[config.mk]
export PLATFORM = sky130hd
export DESIGN_NAME = fan_demand_with_hysteresis
export DESIGN_NICKNAME = d
export VERILOG_FILES = /design/src/rtl/core/fdh_pkg.sv /design/src/rtl/core/fdh_serial_mul.sv /design/src/rtl/core/fdh_serial_div.sv /design/src/rtl/core/fan_demand_with_hysteresis.sv
export VERILOG_INCLUDE_DIRS = /design/src /design/src/rtl/core
export SDC_FILE = /design/constraint.sdc
export NUM_CORES = 1
export LEC_CHECK = 0
export ABC_AREA = 1
export BUFFER_PORTS_ARGS = -buffer_cell sky130_fd_sc_hd__buf_4
export CORE_ASPECT_RATIO = 0.6
export CORE_MARGIN = 8
export CORE_UTILIZATION = 45
export CTS_BUF_LIST = sky130_fd_sc_hd__clkbuf_4
export DETAILED_ROUTE_END_ITERATION = 10
export SLEW_MARGIN = 0
export SYNTH_ARGS = -nofsm -noshare
export SYNTH_HDL_FRONTEND = slang
export SYNTH_SLANG_ARGS = --single-unit
[constraint.sdc]
create_clock -name clk -period 7.12 [get_ports clk]
set_clock_uncertainty 0.2 [all_clocks]
set_input_delay 0.356 -clock clk [delete_from_list [all_inputs] [get_ports clk]]
set_output_delay 0.356 -clock clk [all_outputs]
set_load 0.02 [all_outputs]
[src/rtl/core/fan_demand_with_hysteresis_assert.svh]
// Assertion macros for the fan demand block.
// Each macro checks on the rising edge of clk and is held off while rst is high.
`ifndef FAN_DEMAND_WITH_HYSTERESIS_ASSERT_SVH
`define FAN_DEMAND_WITH_HYSTERESIS_ASSERT_SVH

// Same-cycle implication.
`define FDH_CHECK_NOW(lbl, ante, cons, msg) \
  lbl: assert property (@(posedge clk) disable iff (rst) (ante) |-> (cons)) \
    else $error(msg);

// Next-cycle implication.
`define FDH_CHECK_NEXT(lbl, ante, cons, msg) \
  lbl: assert property (@(posedge clk) disable iff (rst) (ante) |=> (cons)) \
    else $error(msg);

`endif

[src/rtl/core/fdh_pkg.sv]
`timescale 1ns / 1ps
`default_nettype none

package fdh_pkg;

  localparam int PWM_BITS_DEF = 8;

  // Fixed field widths
  localparam int TEMP_W     = 19;
  localparam int HYST_W     = 15;
  localparam int WEIGHT_W   = 8;
  localparam int CFG_IDX_W  = 3;
  localparam int CFG_DATA_W = 19;

  // Ratio numerator (temperature delta times weight) and denominator
  // (temperature span times one hundred)
  localparam int N_W = TEMP_W + WEIGHT_W;
  localparam int D_W = TEMP_W + 7;

  // Register reset values
  localparam int PWM_IDLE_RST  = 0;
  localparam int PWM_FULL_RST  = 255;
  localparam int HYST_RST      = 2000;
  localparam int START_RST     = 50000;
  localparam int FULL_RST      = 80000;
  localparam int CRIT_RST      = 95000;
  localparam int WEIGHT_RST    = 100;

  typedef logic [CFG_IDX_W-1:0] cfg_idx_t;

  localparam cfg_idx_t REG_PWM_IDLE   = 3'd0;
  localparam cfg_idx_t REG_PWM_FULL   = 3'd1;
  localparam cfg_idx_t REG_HYSTERESIS = 3'd2;
  localparam cfg_idx_t REG_START_TEMP = 3'd3;
  localparam cfg_idx_t REG_FULL_TEMP  = 3'd4;
  localparam cfg_idx_t REG_CRIT_TEMP  = 3'd5;
  localparam cfg_idx_t REG_WEIGHT_PCT = 3'd6;

  typedef enum logic [2:0] {
    ST_IDLE,
    ST_EVAL,
    ST_MUL_RATIO,
    ST_CHECK,
    ST_MUL_SPAN,
    ST_DIV,
    ST_DONE
  } fdh_state_t;

endpackage

`default_nettype wire

[src/rtl/core/fdh_serial_mul.sv]
`timescale 1ns / 1ps
`default_nettype none

// Shift-add multiplier: one multiplier bit per cycle.
module fdh_serial_mul #(
  parameter int AW = fdh_pkg::N_W,
  parameter int BW = fdh_pkg::WEIGHT_W
) (
  input  logic             clk,
  input  logic             rst,
  input  logic             start,
  input  logic [AW-1:0]    a,
  input  logic [BW-1:0]    b,
  output logic             done,
  output logic [AW+BW-1:0] prod
);

  localparam int PRW = AW + BW;
  localparam int CW  = $clog2(BW + 1);

  logic           running;
  logic [CW-1:0]  cnt;
  logic [PRW-1:0] a_sh;
  logic [BW-1:0]  b_sh;

  always_ff @(posedge clk) begin
    if (rst) begin
      running <= 1'b0;
      done    <= 1'b0;
      cnt     <= '0;
    end else begin
      done <= 1'b0;
      if (start) begin
        running <= 1'b1;
        cnt     <= '0;
      end else if (running) begin
        cnt <= cnt + CW'(1);
        if (cnt == CW'(BW - 1)) begin
          running <= 1'b0;
          done    <= 1'b1;
        end
      end
    end
  end

  always_ff @(posedge clk) begin
    if (start) begin
      a_sh <= PRW'(a);
      b_sh <= b;
      prod <= '0;
    end else if (running) begin
      if (b_sh[0]) begin
        prod <= prod + a_sh;
      end
      a_sh <= a_sh << 1;
      b_sh <= b_sh >> 1;
    end
  end

endmodule

`default_nettype wire

[src/rtl/core/fdh_serial_div.sv]
`timescale 1ns / 1ps
`default_nettype none

// Restoring divider: one quotient bit per cycle.
// The caller guarantees num < dvs * 2**QW.
module fdh_serial_div #(
  parameter int NW  = fdh_pkg::D_W + 1 + fdh_pkg::PWM_BITS_DEF,
  parameter int DVW = fdh_pkg::D_W + 1,
  parameter int QW  = fdh_pkg::PWM_BITS_DEF
) (
  input  logic           clk,
  input  logic           rst,
  input  logic           start,
  input  logic [NW-1:0]  num,
  input  logic [DVW-1:0] dvs,
  output logic           done,
  output logic [QW-1:0]  quot
);

  localparam int CW = $clog2(QW + 1);

  logic          running;
  logic [CW-1:0] cnt;
  logic [NW-1:0] rem;
  logic [NW-1:0] dsh;
  logic [NW:0]   diff;

  assign diff = {1'b0, rem} - {1'b0, dsh};

  always_ff @(posedge clk) begin
    if (rst) begin
      running <= 1'b0;
      done    <= 1'b0;
      cnt     <= '0;
    end else begin
      done <= 1'b0;
      if (start) begin
        running <= 1'b1;
        cnt     <= '0;
      end else if (running) begin
        cnt <= cnt + CW'(1);
        if (cnt == CW'(QW - 1)) begin
          running <= 1'b0;
          done    <= 1'b1;
        end
      end
    end
  end

  always_ff @(posedge clk) begin
    if (start) begin
      rem  <= num;
      dsh  <= NW'(dvs) << (QW - 1);
      quot <= '0;
    end else if (running) begin
      // keep the difference only where the shifted divisor fits
      if (!diff[NW]) begin
        rem <= diff[NW-1:0];
      end
      quot <= QW'({quot, ~diff[NW]});
      dsh  <= dsh >> 1;
    end
  end

endmodule

`default_nettype wire

[src/rtl/core/fan_demand_with_hysteresis.sv]
`timescale 1ns / 1ps
`default_nettype none

// Fan PWM demand from one temperature sample (millidegrees) per beat, one result beat
// per sample. A critical sample, or one with the ramp off, skips the multiplier and
// divider; otherwise the time to the output register is set by the bit-serial
// shift-add multiplier, used once or twice (temperature delta times weight, then,
// unless that ratio already reaches full demand, ratio numerator times PWM span),
// and by the restoring divider that gives one quotient bit per cycle. One sample is
// worked on at a time; the next is taken as soon as the previous result has moved
// into the output register, even while that result is still stalled. Configuration
// writes are always ready and must only be made while no sample is in flight.
module fan_demand_with_hysteresis #(
  parameter int PWM_BITS = fdh_pkg::PWM_BITS_DEF
) (
  input  logic                             clk,
  input  logic                             rst,
  // sample channel
  input  logic                             in_valid,
  output logic                             in_stall,
  input  logic signed [fdh_pkg::TEMP_W-1:0] temp_sample,
  // result channel
  output logic                             out_valid,
  input  logic                             out_stall,
  output logic [PWM_BITS-1:0]              pwm_demand,
  output logic                             fan_active,
  output logic                             is_critical,
  // configuration channel
  input  logic                             cfg_valid,
  output logic                             cfg_ready,
  input  logic [fdh_pkg::CFG_IDX_W-1:0]    cfg_index,
  input  logic [fdh_pkg::CFG_DATA_W-1:0]   cfg_data
);

  localparam int TW   = fdh_pkg::TEMP_W;
  localparam int XW   = TW + 1;
  localparam int NRW  = fdh_pkg::N_W;
  localparam int DW   = fdh_pkg::D_W;
  localparam int MBW  = (PWM_BITS > fdh_pkg::WEIGHT_W) ? PWM_BITS : fdh_pkg::WEIGHT_W;
  localparam int MPW  = NRW + MBW;
  localparam int NUMW = DW + 1 + PWM_BITS;
  localparam int DVW  = DW + 1;

  // configuration registers
  logic [PWM_BITS-1:0]            pwm_idle;
  logic [PWM_BITS-1:0]            pwm_full;
  logic [fdh_pkg::HYST_W-1:0]     hysteresis_band;
  logic signed [TW-1:0]           start_temp;
  logic signed [TW-1:0]           full_temp;
  logic signed [TW-1:0]           crit_temp;
  logic [fdh_pkg::WEIGHT_W-1:0]   weight_pct;

  fdh_pkg::fdh_state_t state, state_next;

  logic                 active_flag;
  logic signed [TW-1:0] t_q;
  logic [DW-1:0]        d_q;
  logic [PWM_BITS-1:0]  res_pwm;
  logic                 res_crit;

  // evaluation of the held sample
  logic signed [XW-1:0] t_ext, st_ext, ft_ext, hy_ext;
  logic signed [XW-1:0] start_hi, start_lo, dt_full, den_full;
  logic                 crit, run, active_next, ramp, at_full;
  logic [TW-1:0]        dt_sel, den_sel;
  logic [DW-1:0]        d_next;

  // span of the PWM range
  logic [PWM_BITS-1:0]  span_mag;
  logic                 span_neg;

  // shared multiplier, divider and output register control
  logic                 mul_start, mul_done, div_start, div_done;
  logic [NRW-1:0]       mul_a, n_val;
  logic [MBW-1:0]       mul_b;
  logic [MPW-1:0]       mul_prod;
  logic [NUMW-1:0]      div_num;
  logic [DVW-1:0]       div_dvs;
  logic [PWM_BITS-1:0]  quot;
  logic                 n_ge_d;
  logic                 out_free, out_load;

  assign cfg_ready = 1'b1;

  always_ff @(posedge clk) begin
    if (rst) begin
      pwm_idle        <= PWM_BITS'(fdh_pkg::PWM_IDLE_RST);
      pwm_full        <= PWM_BITS'(fdh_pkg::PWM_FULL_RST);
      hysteresis_band <= fdh_pkg::HYST_W'(fdh_pkg::HYST_RST);
      start_temp      <= TW'(fdh_pkg::START_RST);
      full_temp       <= TW'(fdh_pkg::FULL_RST);
      crit_temp       <= TW'(fdh_pkg::CRIT_RST);
      weight_pct      <= fdh_pkg::WEIGHT_W'(fdh_pkg::WEIGHT_RST);
    end else if (cfg_valid && cfg_ready) begin
      case (cfg_index)
        fdh_pkg::REG_PWM_IDLE:   pwm_idle        <= cfg_data[PWM_BITS-1:0];
        fdh_pkg::REG_PWM_FULL:   pwm_full        <= cfg_data[PWM_BITS-1:0];
        fdh_pkg::REG_HYSTERESIS: hysteresis_band <= cfg_data[fdh_pkg::HYST_W-1:0];
        fdh_pkg::REG_START_TEMP: start_temp      <= cfg_data[TW-1:0];
        fdh_pkg::REG_FULL_TEMP:  full_temp       <= cfg_data[TW-1:0];
        fdh_pkg::REG_CRIT_TEMP:  crit_temp       <= cfg_data[TW-1:0];
        fdh_pkg::REG_WEIGHT_PCT: weight_pct      <= cfg_data[fdh_pkg::WEIGHT_W-1:0];
        default: ;
      endcase
    end
  end

  // hysteresis, ramp and critical decision, and ratio denominator
  always_comb begin
    t_ext    = XW'(t_q);
    st_ext   = XW'(start_temp);
    ft_ext   = XW'(full_temp);
    hy_ext   = signed'(XW'(hysteresis_band));
    start_hi = st_ext + hy_ext;
    start_lo = st_ext - hy_ext;
    dt_full  = t_ext - st_ext;
    den_full = ft_ext - st_ext;
    crit     = (t_q >= crit_temp);
    if (!active_flag) begin
      run         = (t_ext >= start_hi);
      active_next = run;
    end else begin
      run         = !(t_ext <= start_lo);
      active_next = run;
    end
    ramp    = run && (t_q > start_temp);
    at_full = (t_q >= full_temp);
    // at or past the full point the ratio reduces to weight / 100
    dt_sel  = at_full ? TW'(1) : dt_full[TW-1:0];
    den_sel = at_full ? TW'(1) : den_full[TW-1:0];
    // times one hundred: 64 + 32 + 4
    d_next  = DW'({den_sel, 6'b0}) + DW'({den_sel, 5'b0}) + DW'({den_sel, 2'b0});
  end

  always_comb begin
    span_neg = (pwm_idle > pwm_full);
    span_mag = span_neg ? (pwm_idle - pwm_full) : (pwm_full - pwm_idle);
    n_val    = mul_prod[NRW-1:0];
    n_ge_d   = (n_val >= NRW'(d_q));
    // round half away from zero: (2*n*span + d) / (2*d)
    div_num  = NUMW'({mul_prod[NUMW-2:0], 1'b0}) + NUMW'(d_q);
    div_dvs  = {d_q, 1'b0};
    out_free = !out_valid || !out_stall;
  end

  // next state
  always_comb begin
    state_next = state;
    case (state)
      fdh_pkg::ST_IDLE:      if (in_valid) state_next = fdh_pkg::ST_EVAL;
      fdh_pkg::ST_EVAL: begin
        if (!crit && ramp) state_next = fdh_pkg::ST_MUL_RATIO;
        else               state_next = fdh_pkg::ST_DONE;
      end
      fdh_pkg::ST_MUL_RATIO: if (mul_done) state_next = fdh_pkg::ST_CHECK;
      fdh_pkg::ST_CHECK: begin
        if (n_ge_d) state_next = fdh_pkg::ST_DONE;
        else        state_next = fdh_pkg::ST_MUL_SPAN;
      end
      fdh_pkg::ST_MUL_SPAN:  if (mul_done) state_next = fdh_pkg::ST_DIV;
      fdh_pkg::ST_DIV:       if (div_done) state_next = fdh_pkg::ST_DONE;
      fdh_pkg::ST_DONE:      if (out_free) state_next = fdh_pkg::ST_IDLE;
      default:               state_next = fdh_pkg::ST_IDLE;
    endcase
  end

  // controls
  always_comb begin
    in_stall  = (state != fdh_pkg::ST_IDLE);
    mul_start = ((state == fdh_pkg::ST_EVAL) && !crit && ramp) ||
                ((state == fdh_pkg::ST_CHECK) && !n_ge_d);
    div_start = (state == fdh_pkg::ST_MUL_SPAN) && mul_done;
    out_load  = (state == fdh_pkg::ST_DONE) && out_free;
    if (state == fdh_pkg::ST_EVAL) begin
      mul_a = NRW'(dt_sel);
      mul_b = MBW'(weight_pct);
    end else begin
      mul_a = n_val;
      mul_b = MBW'(span_mag);
    end
  end

  always_ff @(posedge clk) begin
    if (rst) begin
      state       <= fdh_pkg::ST_IDLE;
      active_flag <= 1'b0;
      out_valid   <= 1'b0;
    end else begin
      state <= state_next;
      if (state == fdh_pkg::ST_EVAL) begin
        active_flag <= crit || active_next;
      end
      if (out_load) begin
        out_valid <= 1'b1;
      end else if (!out_stall) begin
        out_valid <= 1'b0;
      end
    end
  end

  always_ff @(posedge clk) begin
    if (in_valid && !in_stall) begin
      t_q <= temp_sample;
    end
    case (state)
      fdh_pkg::ST_EVAL: begin
        res_crit <= crit;
        res_pwm  <= crit ? pwm_full : pwm_idle;
        d_q      <= d_next;
      end
      fdh_pkg::ST_CHECK: begin
        if (n_ge_d) res_pwm <= pwm_full;
      end
      fdh_pkg::ST_DIV: begin
        if (div_done) res_pwm <= span_neg ? (pwm_idle - quot) : (pwm_idle + quot);
      end
      default: ;
    endcase
    if (out_load) begin
      pwm_demand  <= res_pwm;
      fan_active  <= active_flag;
      is_critical <= res_crit;
    end
  end

  fdh_serial_mul #(
    .AW (NRW),
    .BW (MBW)
  ) u_mul (
    .clk   (clk),
    .rst   (rst),
    .start (mul_start),
    .a     (mul_a),
    .b     (mul_b),
    .done  (mul_done),
    .prod  (mul_prod)
  );

  fdh_serial_div #(
    .NW  (NUMW),
    .DVW (DVW),
    .QW  (PWM_BITS)
  ) u_div (
    .clk   (clk),
    .rst   (rst),
    .start (div_start),
    .num   (div_num),
    .dvs   (div_dvs),
    .done  (div_done),
    .quot  (quot)
  );

`include "fan_demand_with_hysteresis_assert.svh"

  `FDH_CHECK_NOW(a_crit_full, out_valid && is_critical, fan_active && (pwm_demand == pwm_full), "critical beat without full demand and active flag")
  `FDH_CHECK_NOW(a_idle_off, out_valid && !fan_active, (pwm_demand == pwm_idle) && !is_critical, "inactive beat not at idle demand")
  `FDH_CHECK_NOW(a_in_span, out_valid, ((pwm_demand >= pwm_idle) && (pwm_demand <= pwm_full)) || ((pwm_demand <= pwm_idle) && (pwm_demand >= pwm_full)), "demand outside the PWM span")
  `FDH_CHECK_NEXT(a_done_load, (state == fdh_pkg::ST_DONE) && !out_valid, out_valid && (state == fdh_pkg::ST_IDLE), "finished result not loaded into free output register")

endmodule

`default_nettype wire
==> flow_metrics.env <==
export IMPL_status="completed"
export IMPL_max_stage_delay_ps=440
export IMPL_initial_core_util_pct=45.66
export IMPL_root_buffer="clkbuf_4"
export IMPL_drive_above_1_share_pct=6.325
export IMPL_r2r_worst_path_cells=29
export IMPL_gp_congestion=0.9975
export IMPL_r2r_slack_ps=1120
export IMPL_path_class="reg -> reg"
export IMPL_max_clock_path_buffers=3
export IMPL_finish_utilization_pct=51.38
export IMPL_grt_pass1_wl_um=132400
export IMPL_grt_ovfl_total=0
export IMPL_worstHoldPathCells=4
export IMPL_post_cts_resize_count=0
export IMPL_rows=68
export IMPL_yosysWarnings=0
export IMPL_fin_crit_sh_pct=84.22
export IMPL_avgViaCountPerCell=5.503
export IMPL_grt_pass1_vias=22848
export IMPL_slew_violations=0
export IMPL_max_clock_freq_mhz=166.8
export IMPL_dr_wl_met3_um=9884
export IMPL_io_pins=59
export IMPL_crit_top_cell="nand2_1"
export IMPL_reg2reg_to="u_mul.a_sh[21]$_DFFE_PP_"
export IMPL_p_sw_share_pct=46.46
export IMPL_grt_max_degree=75
export IMPL_nets=4166
export IMPL_synth_ff_type="dfxtp_1"
export IMPL_worst_pin_slew_ps=1100
export IMPL_clock_sinks=328
export IMPL_worstSkewPairLatency_ps=920
export IMPL_port_buffer_count=57
export IMPL_leakage_uw=0.01392
export IMPL_syn_avg_cell_area_um2=7.292
export IMPL_drt_wl_total_um=86090
export IMPL_synth_edf_count=158
export IMPL_synth_cells_most_frequent="nand2_1 (751), inv_1 (509), a21oi_1 (409)"
export IMPL_arrival_ps=6300
export IMPL_cp_end_kind="flip-flop"
export IMPL_postCtsHoldBufs=89
export IMPL_hold_class="in -> reg"
export IMPL_async_reset_ff_share_pct=0
export IMPL_cts_setup_buffers=0
export IMPL_clkTransAtPathRegs_ps=70
export IMPL_fp_dieW_um=328.3
export IMPL_drc=0
export IMPL_synthDominantCellAreaShare_pct=18.01
export IMPL_ys_top_cells_by_area="edfxtp_1 (18%), ha_1 (15%), dfxtp_1 (13%)"
export IMPL_cap_violations=0
export IMPL_p_sw_uw=4164
export IMPL_crit_buf_inv=4
export IMPL_highest_layer="met4"
export IMPL_yosys_area_top_type="edfxtp_1"
export IMPL_slowest_stage="ha_1"
export IMPL_fp_coreArea_mm2=0.05769
export IMPL_antenna_found_initial=3
export IMPL_finalSetupViolCount=0
export IMPL_wl_met2_um=30650
export IMPL_cp_max_fo=28
export IMPL_setup_ws_ps=1124
export IMPL_n_fill_cell=5812
export IMPL_syn_nets=3992
export IMPL_wl_per_cell_um=18.57
export IMPL_crit_family="simple AND/OR/NAND/NOR gates"
export IMPL_dp_hpwl_um=67010
export IMPL_ir_worst_vdd_v=0.0002475
export IMPL_grtUsageTotal_pct=24.95
export IMPL_cts_max_level=3
export IMPL_num_vias=25508
export IMPL_worstSetupStartpointType="flip-flop"
export IMPL_firstDrtPassIters=7
export IMPL_relSlewSlack_pct=26.40
export IMPL_ys_seq_elements=328
export IMPL_post_place_cells=4379
export IMPL_fin_cells=4635
export IMPL_crit_reg2reg_launch="hysteresis_band[2]$_SDFFE_PP0P_"
export IMPL_hold_viol=0
export IMPL_yosysMostFrequentCell="nand2_1"
export IMPL_powerDensity_mw_per_mm2=302.4
export IMPL_preCtsSetupSlack_ps=1358
export IMPL_hp_start="cfg_data[16]"
export IMPL_rsz0062_at_grt="false"
export IMPL_power_internal_uw=4799
export IMPL_synth_cell_types=53
export IMPL_combPwrFrac_pct=47.7
export IMPL_met1_length_um=44550
export IMPL_yosysSeqAreaShare_pct=30.93
export IMPL_whs_endpoint="full_temp[16]$_SDFFE_PP1P_"
export IMPL_period_minus_slack_ps=5996
export IMPL_cp_required_ps=7420
export IMPL_drt_antenna_violating_nets=0
export IMPL_cts_buffers=86
export IMPL_syn_inst=3612
export IMPL_cts_tree="built"
export IMPL_area_growth_pct=12.53
export IMPL_syn_area_mm2=0.02634
export IMPL_die_h_um=203.4
export IMPL_die_area_mm2=0.06679
export IMPL_tns_ps=0
export IMPL_power_share_clock_pct=20.2
export IMPL_drtIter0Drc=2777
export IMPL_power_share_sequential_pct=32.1
-- how the worst max path moves through the flow --
stage                                    startpoint                          end  slack, ps  depth (start not counted)
CTS                 hysteresis_band[2]$_SDFFE_PP0P_     u_mul.a_sh[21]$_DFFE_PP_       1290                         29
global route        hysteresis_band[3]$_SDFFE_PP0P_     u_mul.a_sh[21]$_DFFE_PP_        700                         28
detailed placement                t_q[18]$_DFFE_PP_            d_q[21]$_DFFE_PP_       1360                         20
floorplan           hysteresis_band[2]$_SDFFE_PP0P_  u_mul.a_sh[0]$_SDFFCE_PN0P_       2400                         29
finish              hysteresis_band[2]$_SDFFE_PP0P_     u_mul.a_sh[21]$_DFFE_PP_       1120                         29
global placement                  t_q[18]$_DFFE_PP_            d_q[21]$_DFFE_PP_       1470                         20
-- stage by stage --
step                      total power [uW]  area (um^2)  hold WS (ps)
after floorplan                       5720        26340         200.3
after global placement                7020        27570         200.4
after detailed placement              7024        27570         204.5
after CTS                             8903        29620         19.77
after global routing                  9655        29640         30.26
final                                 8963        29640         86.16
-- cell usage in the layout, fill, tap and decap left out, types with 24 or more instances in the layout --
| cell | instances |
|---|---|
| a21o_1 | 37 |
| xnor2_1 | 33 |
| dfxtp_1 | 170 |
| ha_1 | 308 |
| o211ai_1 | 45 |
| clkbuf_4 | 128 |
| nand3_1 | 154 |
| dlygate4sd3_1 | 89 |
| nand4_1 | 45 |
| nand2_1 | 751 |
| xor2_1 | 86 |
| a21oi_1 | 409 |
| edfxtp_1 | 158 |
| o21ai_0 | 271 |
| inv_1 | 508 |
| fa_1 | 26 |
| nor2_1 | 306 |
| nor3_1 | 38 |
| o22ai_1 | 24 |
| buf_4 | 78 |
-- power by group through the flow --
stage / Combinational (uW) / Sequential, uW / Clock (uW)
after floorplan: 3080 / 2640 / 0
after global placement: 4130 / 2890 / 0
after detailed placement: 4140 / 2890 / 0
after CTS: 4200 / 2850 / 1860
after global routing: 4800 / 2900 / 1950
final: 4270 / 2880 / 1810
-- final cells by class --
class,instances,area [um^2],area share [%]
sequential,328,8148,27.49
timing repair buffer,167,1476,4.981
antenna,7,17.52,0.05910
clock buffer,128,960.9,3.242
inverter,514,1929,6.509
tap,770,963.4,3.250
multi-input combinational,2689,15940,53.79
clock inverter,32,200.2,0.6754
-- metal layers --
| layer | vias up | global-route usage, % |
|---|---|---|
| met5 | - | 0 |
| met4 | 0 | 4.191 |
| met3 | 80 | 7.148 |
| met2 | 1076 | 31.07 |
| met1 | 11748 | 41.00 |
| li1 | 12604 | - |
-- sequential cells by signal, summed over array words and instances, names as in the netlist, 3 cells and up --
register / count
u_div.cnt: 4
u_mul.cnt: 4
crit_temp: 19
t_q: 19
start_temp: 19
full_temp: 19
u_mul.b_sh: 8
pwm_demand: 8
hysteresis_band: 15
u_mul.a_sh: 34
res_pwm: 8
u_div.rem: 35
state: 3
u_mul.prod: 34
d_q: 24
pwm_full: 8
u_div.dsh: 34
weight_pct: 8
u_div.quot: 8
pwm_idle: 8
-- worst min-delay path, cell delays in order --
cell and delay (ps):
dlygate4sd3_1 520, buf_4 110, nand2_1 50, o211ai_1 80
-- cells by family (layout without fill, tap and decap cells) --
family                   Yosys count  after routing  synth area share, %
AO/OA/AOI/OAI                    895            895                18.86
XOR/XNOR                         119            119                3.957
adder cells (fa/ha/maj)          334            334                16.61
buffers and inverters            595            841                8.650
flip-flops                       328            328                30.93
multiplexers                       1              1              0.03800
other                              1              8              0.01424
AND/OR/NAND/NOR                 1339           1339                20.94
No activity file was read; power rests on OpenSTA's default activity.
